--- src/sqb_pkg.sv ---
// Package: shared widths, state encoding and constants for the bisection square root.
package sqb_pkg;

  localparam int FRAC_BITS = 16;
  localparam int INT_BITS  = 16;
  localparam int OP_BITS   = INT_BITS + FRAC_BITS;
  localparam int HALF_INT  = (INT_BITS + 1) / 2;
  // integer bracket search bounds run from 1 up to 2**HALF_INT
  localparam int SRCH_W    = HALF_INT + 1;
  localparam int SRCH_CW   = 2 * SRCH_W + FRAC_BITS;
  // guess width: the upper bound reaches 2**HALF_INT in Q.FRAC_BITS
  localparam int GW        = HALF_INT + FRAC_BITS + 1;
  localparam int SQ_W      = 2 * GW;
  localparam int TOL_W     = 32;
  localparam int ROOT_W    = 25;
  localparam int TOL_RST   = 66;
  // operand +/- tolerance, one guard bit
  localparam int T_W       = ((OP_BITS > TOL_W) ? OP_BITS : TOL_W) + 1;
  localparam int CMP_W     = ((SQ_W > T_W + FRAC_BITS) ? SQ_W : T_W + FRAC_BITS);

  typedef enum logic [5:0] {
    ST_IDLE     = 6'b000001,
    ST_SRCH_MUL = 6'b000010,
    ST_SRCH_CMP = 6'b000100,
    ST_BIS_MUL  = 6'b001000,
    ST_BIS_CMP  = 6'b010000,
    ST_DONE     = 6'b100000
  } state_t;

endpackage

--- src/sqb_ifs.sv ---
// Interfaces: request, result and tolerance-write channels of the square root block.
interface sqb_in_if;
  logic                           valid;
  logic                           ready;
  logic [sqb_pkg::OP_BITS-1:0]    operand;
  modport source (output valid, output operand, input ready);
  modport sink   (input valid, input operand, output ready);
endinterface

interface sqb_out_if;
  logic                           valid;
  logic                           ready;
  logic [sqb_pkg::ROOT_W-1:0]     root;
  logic                           converged;
  modport source (output valid, output root, output converged, input ready);
  modport sink   (input valid, input root, input converged, output ready);
endinterface

interface sqb_cfg_if;
  logic                           valid;
  logic                           ready;
  logic [sqb_pkg::TOL_W-1:0]      data;
  modport source (output valid, output data, input ready);
  modport sink   (input valid, input data, output ready);
endinterface

--- src/sqrt_bisection.sv ---
// Steps: an integer bracket search (always 8 steps) then bisection (1 to FRAC_BITS
//   steps); each step is a multiply state followed by a compare state.
// Throughput: one request at a time; the next request is taken the cycle after the
//   result is taken. The single
//   shared squaring multiplier sets the pace.
// Reset: synchronous active-low rst_n returns to idle and loads tolerance 66 (Q16.16).
module sqrt_bisection (
  input  logic            clk,
  input  logic            rst_n,
  sqb_in_if.sink          in_req,
  sqb_out_if.source       out_res,
  sqb_cfg_if.sink         cfg_wr
);

  sqb_pkg::state_t                state_r, state_nxt;

  // tolerance register, to be written only while idle; the block itself does not enforce this
  logic [sqb_pkg::TOL_W-1:0]      tol_r;

  // operand and precomputed acceptance window (operand +/- tolerance)
  logic [sqb_pkg::OP_BITS-1:0]    x_r, x_nxt;
  logic [sqb_pkg::T_W-1:0]        thi_r, thi_nxt;
  logic [sqb_pkg::T_W-2:0]        tlo_r, tlo_nxt;
  logic                           tlo_neg_r, tlo_neg_nxt;
  logic [sqb_pkg::T_W-1:0]        tlo_full;

  // integer bracket bounds
  logic [sqb_pkg::SRCH_W-1:0]     a_r, a_nxt, b_r, b_nxt;

  // shared multiplier: operand (midpoint or guess) and registered square
  logic [sqb_pkg::GW-1:0]         mul_op_r, mul_op_nxt;
  logic [sqb_pkg::SQ_W-1:0]       sq_r, sq_nxt;

  // half width of the current bisection interval, one-hot
  logic [sqb_pkg::FRAC_BITS-1:0]  h_r, h_nxt;
  logic [sqb_pkg::GW-1:0]         step;

  // output register
  logic [sqb_pkg::ROOT_W-1:0]     root_r, root_nxt;
  logic                           conv_r, conv_nxt;

  // comparisons
  logic [sqb_pkg::SRCH_CW-1:0]    srch_sq, srch_x;
  logic                           srch_ge;
  logic [sqb_pkg::CMP_W-1:0]      cmp_sq, cmp_tgt, cmp_hi, cmp_lo;
  logic                           sq_gt, in_hi, in_lo, hit;

  logic                           in_acc, out_acc;

  assign in_req.ready  = (state_r == sqb_pkg::ST_IDLE);
  assign out_res.valid = (state_r == sqb_pkg::ST_DONE);
  assign out_res.root  = root_r;
  assign out_res.converged = conv_r;
  assign cfg_wr.ready  = 1'b1;

  assign in_acc  = in_req.valid & in_req.ready;
  assign out_acc = out_res.valid & out_res.ready;

  // the one multiplier, registered before any use of its product
  assign sq_nxt = mul_op_r * mul_op_r;

  // integer search: is m*m (as Q.FRAC) at least the operand
  assign srch_sq = sqb_pkg::SRCH_CW'(sq_r[2*sqb_pkg::SRCH_W-1:0]) << sqb_pkg::FRAC_BITS;
  assign srch_x  = sqb_pkg::SRCH_CW'(x_r);
  assign srch_ge = (srch_sq >= srch_x);

  // bisection: square has 2*FRAC fraction bits, shift the window to match
  assign cmp_sq  = sqb_pkg::CMP_W'(sq_r);
  assign cmp_tgt = sqb_pkg::CMP_W'(x_r) << sqb_pkg::FRAC_BITS;
  assign cmp_hi  = sqb_pkg::CMP_W'(thi_r) << sqb_pkg::FRAC_BITS;
  assign cmp_lo  = sqb_pkg::CMP_W'(tlo_r) << sqb_pkg::FRAC_BITS;
  assign sq_gt   = (cmp_sq > cmp_tgt);
  assign in_hi   = (cmp_sq <= cmp_hi);
  assign in_lo   = tlo_neg_r | (cmp_sq >= cmp_lo);
  assign hit     = in_hi & in_lo;

  assign tlo_full = sqb_pkg::T_W'(in_req.operand[sqb_pkg::OP_BITS-1:0])
                  - sqb_pkg::T_W'(tol_r);
  assign step     = sqb_pkg::GW'(h_r >> 1);

  always_comb begin
    state_nxt   = state_r;
    x_nxt       = x_r;
    thi_nxt     = thi_r;
    tlo_nxt     = tlo_r;
    tlo_neg_nxt = tlo_neg_r;
    a_nxt       = a_r;
    b_nxt       = b_r;
    mul_op_nxt  = mul_op_r;
    h_nxt       = h_r;
    root_nxt    = root_r;
    conv_nxt    = conv_r;
    unique case (state_r)
      sqb_pkg::ST_IDLE: begin
        if (in_acc) begin
          // latch operand, build the tolerance window, start bracket [1, 2**HALF_INT]
          x_nxt       = in_req.operand[sqb_pkg::OP_BITS-1:0];
          thi_nxt     = sqb_pkg::T_W'(in_req.operand[sqb_pkg::OP_BITS-1:0])
                      + sqb_pkg::T_W'(tol_r);
          tlo_nxt     = tlo_full[sqb_pkg::T_W-2:0];
          tlo_neg_nxt = tlo_full[sqb_pkg::T_W-1];
          a_nxt       = sqb_pkg::SRCH_W'(1);
          b_nxt       = sqb_pkg::SRCH_W'(1) << sqb_pkg::HALF_INT;
          mul_op_nxt  = sqb_pkg::GW'((sqb_pkg::SRCH_W + 1)'(1)
                      + ((sqb_pkg::SRCH_W + 1)'(1) << sqb_pkg::HALF_INT)) >> 1;
          state_nxt   = sqb_pkg::ST_SRCH_MUL;
        end
      end
      sqb_pkg::ST_SRCH_MUL: begin
        state_nxt = sqb_pkg::ST_SRCH_CMP;
      end
      sqb_pkg::ST_SRCH_CMP: begin
        // narrow the integer bracket around the smallest h with h*h >= operand
        if (srch_ge) begin
          b_nxt = mul_op_r[sqb_pkg::SRCH_W-1:0];
        end else begin
          a_nxt = mul_op_r[sqb_pkg::SRCH_W-1:0] + sqb_pkg::SRCH_W'(1);
        end
        if (a_nxt < b_nxt) begin
          mul_op_nxt = sqb_pkg::GW'(((sqb_pkg::SRCH_W + 1)'(a_nxt)
                     + (sqb_pkg::SRCH_W + 1)'(b_nxt)) >> 1);
          state_nxt  = sqb_pkg::ST_SRCH_MUL;
        end else begin
          // first guess is the midpoint of [h-1, h]
          mul_op_nxt = (sqb_pkg::GW'(a_nxt - sqb_pkg::SRCH_W'(1)) << sqb_pkg::FRAC_BITS)
                     | (sqb_pkg::GW'(1) << (sqb_pkg::FRAC_BITS - 1));
          h_nxt      = sqb_pkg::FRAC_BITS'(1) << (sqb_pkg::FRAC_BITS - 1);
          state_nxt  = sqb_pkg::ST_BIS_MUL;
        end
      end
      sqb_pkg::ST_BIS_MUL: begin
        state_nxt = sqb_pkg::ST_BIS_CMP;
      end
      sqb_pkg::ST_BIS_CMP: begin
        if (hit) begin
          root_nxt  = sqb_pkg::ROOT_W'(mul_op_r);
          conv_nxt  = 1'b1;
          state_nxt = sqb_pkg::ST_DONE;
        end else if (h_r[0]) begin
          // interval is one LSB wide after this replacement: give up
          root_nxt  = sqb_pkg::ROOT_W'(mul_op_r);
          conv_nxt  = 1'b0;
          state_nxt = sqb_pkg::ST_DONE;
        end else begin
          // replace the bound on the wrong side; new midpoint is guess -/+ quarter width
          h_nxt      = h_r >> 1;
          mul_op_nxt = sq_gt ? (mul_op_r - step) : (mul_op_r + step);
          state_nxt  = sqb_pkg::ST_BIS_MUL;
        end
      end
      sqb_pkg::ST_DONE: begin
        if (out_acc) begin
          state_nxt = sqb_pkg::ST_IDLE;
        end
      end
      default: begin
        state_nxt = sqb_pkg::ST_IDLE;
      end
    endcase
  end

  always_ff @(posedge clk) begin
    if (!rst_n) begin
      state_r <= sqb_pkg::ST_IDLE;
      tol_r   <= sqb_pkg::TOL_W'(sqb_pkg::TOL_RST);
    end else begin
      state_r <= state_nxt;
      if (cfg_wr.valid & cfg_wr.ready) begin
        tol_r <= cfg_wr.data;
      end
    end
  end

  // datapath registers, no reset needed
  always_ff @(posedge clk) begin
    x_r       <= x_nxt;
    thi_r     <= thi_nxt;
    tlo_r     <= tlo_nxt;
    tlo_neg_r <= tlo_neg_nxt;
    a_r       <= a_nxt;
    b_r       <= b_nxt;
    mul_op_r  <= mul_op_nxt;
    h_r       <= h_nxt;
    root_r    <= root_nxt;
    conv_r    <= conv_nxt;
    if ((state_r == sqb_pkg::ST_SRCH_MUL) || (state_r == sqb_pkg::ST_BIS_MUL)) begin
      sq_r <= sq_nxt;
    end
  end

endmodule

--- src/flat_wrapper.sv ---
// flat-port wrapper written by rule: the top's interface ports become plain ports
module sqrt_bisection_flat 
  (clk, rst_n, in_req_valid, in_req_operand, in_req_ready, out_res_valid, out_res_root, out_res_converged, out_res_ready, cfg_wr_valid, cfg_wr_data, cfg_wr_ready);
  sqb_in_if in_req_i ();
  sqb_out_if out_res_i ();
  sqb_cfg_if cfg_wr_i ();
  input  logic clk;
  input  logic rst_n;
  input wire logic [$bits(in_req_i.valid)-1:0] in_req_valid;
  input wire logic [$bits(in_req_i.operand)-1:0] in_req_operand;
  output wire logic [$bits(in_req_i.ready)-1:0] in_req_ready;
  output wire logic [$bits(out_res_i.valid)-1:0] out_res_valid;
  output wire logic [$bits(out_res_i.root)-1:0] out_res_root;
  output wire logic [$bits(out_res_i.converged)-1:0] out_res_converged;
  input wire logic [$bits(out_res_i.ready)-1:0] out_res_ready;
  input wire logic [$bits(cfg_wr_i.valid)-1:0] cfg_wr_valid;
  input wire logic [$bits(cfg_wr_i.data)-1:0] cfg_wr_data;
  output wire logic [$bits(cfg_wr_i.ready)-1:0] cfg_wr_ready;
  assign in_req_i.valid = in_req_valid;
  assign in_req_i.operand = in_req_operand;
  assign in_req_ready = in_req_i.ready;
  assign out_res_valid = out_res_i.valid;
  assign out_res_root = out_res_i.root;
  assign out_res_converged = out_res_i.converged;
  assign out_res_i.ready = out_res_ready;
  assign cfg_wr_i.valid = cfg_wr_valid;
  assign cfg_wr_i.data = cfg_wr_data;
  assign cfg_wr_ready = cfg_wr_i.ready;
  sqrt_bisection u_core (.clk(clk), .rst_n(rst_n), .in_req(in_req_i), .out_res(out_res_i), .cfg_wr(cfg_wr_i));
endmodule
--- config.mk ---
export PLATFORM = sky130hd
export DESIGN_NAME = sqrt_bisection_flat
export DESIGN_NICKNAME = d
export VERILOG_FILES = /design/src/sqb_pkg.sv /design/src/sqb_ifs.sv /design/src/sqrt_bisection.sv /design/src/flat_wrapper.sv
export SDC_FILE = /design/constraint.sdc
export NUM_CORES = 2
export LEC_CHECK = 0
export BUFFER_PORTS_ARGS = -buffer_cell sky130_fd_sc_hd__buf_4
export CORE_MARGIN = 3
export CORE_UTILIZATION = 50
export CTS_CLUSTER_DIAMETER = 200
export CTS_CLUSTER_SIZE = 16
export DETAILED_ROUTE_END_ITERATION = 8
export GPL_ROUTABILITY_DRIVEN = 0
export PLACE_DENSITY = 0.66
export SLEW_MARGIN = 40
export SYNTH_ARGS = -nofsm -noshare
export SYNTH_HDL_FRONTEND = slang
export SYNTH_SLANG_ARGS = --single-unit
--- constraint.sdc ---
create_clock -name clk -period 11.5 [get_ports clk]
set_input_delay 0 -clock clk [delete_from_list [all_inputs] [get_ports clk]]
set_output_delay 0 -clock clk [all_outputs]
set_load 0.01 [all_outputs]
==> out/results.ini <==
[layout]
multi_input_area_um2=23800
final_nets=4749
fillers=6191
area_growth_pct=9.54
drive_gt1_frac=0.0472
seqCellArea_um2=7700
finish.utilization=0.557
diodes=0

[clock_network]
clock_sinks=269
cts_tree=done
htree_levels=1
cts.path.max_buffers=3
cts_setup_buffers=0
clkLatencyLatePin_ns=0.56
ctsResizeCount=0
numCtsBuffers=20
ctsHoldBuffers=102
cts.clk_slew.worst_paths_ns=0.08
cts_root_buf=clkbuf_16

[die]
die_h_um=271
row_count=96
pin_count=98
fp.dieW_um=271
start_util=0.508
die-area_um2=73400
core-area_um2=69100

[critical_path]
crit_path_start=u_core.mul_op_r[4]$_DFFE_PP_
cp_data_required_time_ns=11.77
cp.arrival_ns=8.05
startpoint_type=flop
worstSetupPathType=reg2reg
worst_setup_path_end_kind=flop
crit_fanout=25
r2r_start=u_core.mul_op_r[4]$_DFFE_PP_

[timing]
maxSlewViolCount=0
fmax_ghz=0.128
period_needed_ns=7.78
hold_viol_final=0
fin_crit_sh=0.677
tightestPinTransition_ns=0.822
slew_headroom=0.447
fin_ws_ns=3.72
finalSetupViolCount=0
setup_tns_ns=0
skew_ns=0.0421
rsz0062_at_grt=false

[global_route]
grt_pass1_wl_um=144000
grt_pass1_vias=26800
gr-total-overflow=0
antenna_found_initial=2
grt_use_total=0.248
grt_max_degree=77

[run_status]
status=finished clean

[placed_design]
portBuffers=96
preCtsSetupSlack_ns=3.77
dpl.hpwl_um=69700

[synthesis]
synthSimpleGateAreaFrac=0.116
synth_async_sr_flop_share=0
syn_nets=4606
synthAdderAreaFrac=0.414
ys_warn_count=0
synth.distinct_cells=77
synth_edf_count=231
synth_top_flop_cell=edfxtp_1
synth_top_family_by_area=adder cells
synth.yosys.seq_area_share=0.219
synthMuxAreaShare=0.0112
synthXorXnorAreaFrac=0.0402
syn_inst=3660
synth_compound_area_frac=0.0969
ys_ff_latch=269
syn-cell-area_um2=35100
avgSynthCellArea_um2=9.59

[route]
route.antenna.remaining_nets=0
route.detailed.drc=0
drt_iter0_markers=1691
via_per_inst=5.33
wl_per_cell_um=18.7
dr_total_vias=25300
drt_wl_total_um=89000
dr.pass1.iters=6

[worst_hold_path]
holdCritStartpoint=in_req_operand[18]
hp-class=in2reg

[flow_run]
drv_cap=0

[kinds of logic after synthesis]
logic type	after synthesis
other	1
buffers and inverters	957
AO/OA/AOI/OAI	526
XOR/XNOR	161
multiplexers	39
adder cells (fa/ha/maj)	877
flip-flops	269
AND/OR/NAND/NOR	830
[path summary, 6_finish.rpt]
check | end | slack [ns] | cells past startpoint
worst max register to register | u_core.cmp_sq[44]$_DFFE_PP_ | 3.72 | 24
worst min-delay path | u_core.x_r[18]$_DFFE_PP_ | 0.20 | 2
worst max-delay path | u_core.cmp_sq[44]$_DFFE_PP_ | 3.72 | 24
worst min register to register | u_core.state_r[2]$_SDFFE_PN0P_ | 0.55 | 1
[placed cells by master, fill, tap and decap left out, drive strengths merged, types with 13 or more instances in the layout]
master,count
fa,474
a211oi,15
o21a,20
o21bai,27
o22ai,18
o211ai,13
nand4,36
xor2,48
nor2,184
o21ai,70
and2,142
a21oi,190
a21o,90
inv,844
dlygate4sd3,102
nand2,252
ha,403
o31ai,17
nor2b,56
clkbuf,35
nand2b,21
nor4,19
nor3,47
nand3,28
dfxtp,38
xnor2,113
mux2i,37
buf,130
edfxtp,231
[Yosys cell counts, drive strengths merged, types with 10 or more instances]
| master | instances | share of area |
|---|---|---|
| mux2i | 37 | 0.011 |
| fa | 474 | 0.27 |
| buf | 10 | 0.0014 |
| o22ai | 18 | 0.0034 |
| nand2 | 252 | 0.027 |
| xor2 | 48 | 0.012 |
| clkbuf | 101 | 0.011 |
| ha | 403 | 0.14 |
| o21a | 20 | 0.0043 |
| nand3 | 28 | 0.0040 |
| o31ai | 17 | 0.0040 |
| o211ai | 13 | 0.0028 |
| o21bai | 27 | 0.0058 |
| dfxtp | 38 | 0.022 |
| nor3 | 47 | 0.0068 |
| and2 | 142 | 0.025 |
| o21ai | 70 | 0.010 |
| nor4 | 19 | 0.0034 |
| and3 | 11 | 0.0020 |
| nand2b | 21 | 0.0037 |
| nand4 | 36 | 0.0064 |
| nor2 | 184 | 0.020 |
| a21o | 90 | 0.019 |
| a211oi | 15 | 0.0034 |
| nor2b | 56 | 0.010 |
| a21oi | 190 | 0.027 |
| edfxtp | 231 | 0.20 |
| inv | 845 | 0.090 |
| xnor2 | 113 | 0.028 |
[registers in the layout, summed over array words and instances, names as in the netlist, 6 cells and up]
signal / count
u_core.cmp_sq: 49
u_core.tlo_r: 32
u_core.h_r: 16
u_core.mul_op_r: 25
u_core.b_r: 9
u_core.x_r: 32
u_core.out_res.root: 25
u_core.a_r: 9
u_core.tol_r: 32
u_core.state_r: 6
u_core.thi_r: 32
[layer usage]
| layer | global-route usage | up-vias | share of wire |
|---|---|---|---|
| met3 | 0.0370 | 122 | 0.060 |
| met5 | 0 | - | 0.00040 |
| met1 | 0.334 | 12500 | 0.44 |
| met2 | 0.427 | 654 | 0.48 |
| met4 | 0.0503 | 6 | 0.021 |
| li1 | - | 12000 | - |
[area by class of cell]
type | instances | area share
tap | 931 | 0.0303
inverter | 846 | 0.0827
timing repair buffer | 232 | 0.0520
sequential | 269 | 0.200
clock buffer | 35 | 0.0150
multi-input combinational | 2434 | 0.620
clock inverter | 1 | 0.000130
[through the flow]
stage	cells	cell area, µm²	hold slack, ns
2_1_floorplan	3660	35100	0.0989
3_3_place_gp	4610	36800	0.206
3_5_place_dp	4610	36900	0.208
4_1_cts	4748	38500	0.170
5_1_grt	4748	38500	0.205
6_report	4748	38500	0.202
[critical path, cell delays in order (launching register included)]
cell and delay, ns:
edfxtp_1 0.37, buf_4 0.38, inv_2 0.25, nor2_1 0.30, fa_1 0.49, fa_1 0.49
inv_1 0.05, fa_1 0.53, inv_1 0.05, fa_1 0.42, fa_1 0.49, fa_1 0.55
inv_1 0.05, fa_1 0.48, inv_1 0.05, ha_1 0.36, nand2_1 0.10, o21ai_0 0.32
o21ai_0 0.15, a31oi_2 0.35, a21oi_1 0.22, o21ai_1 0.39, a221oi_2 0.18, o31ai_1 0.33
xnor2_1 0.10
Power is not shown: default switching activity piles up to over one toggle a cycle in this logic, so the estimate is an artifact.
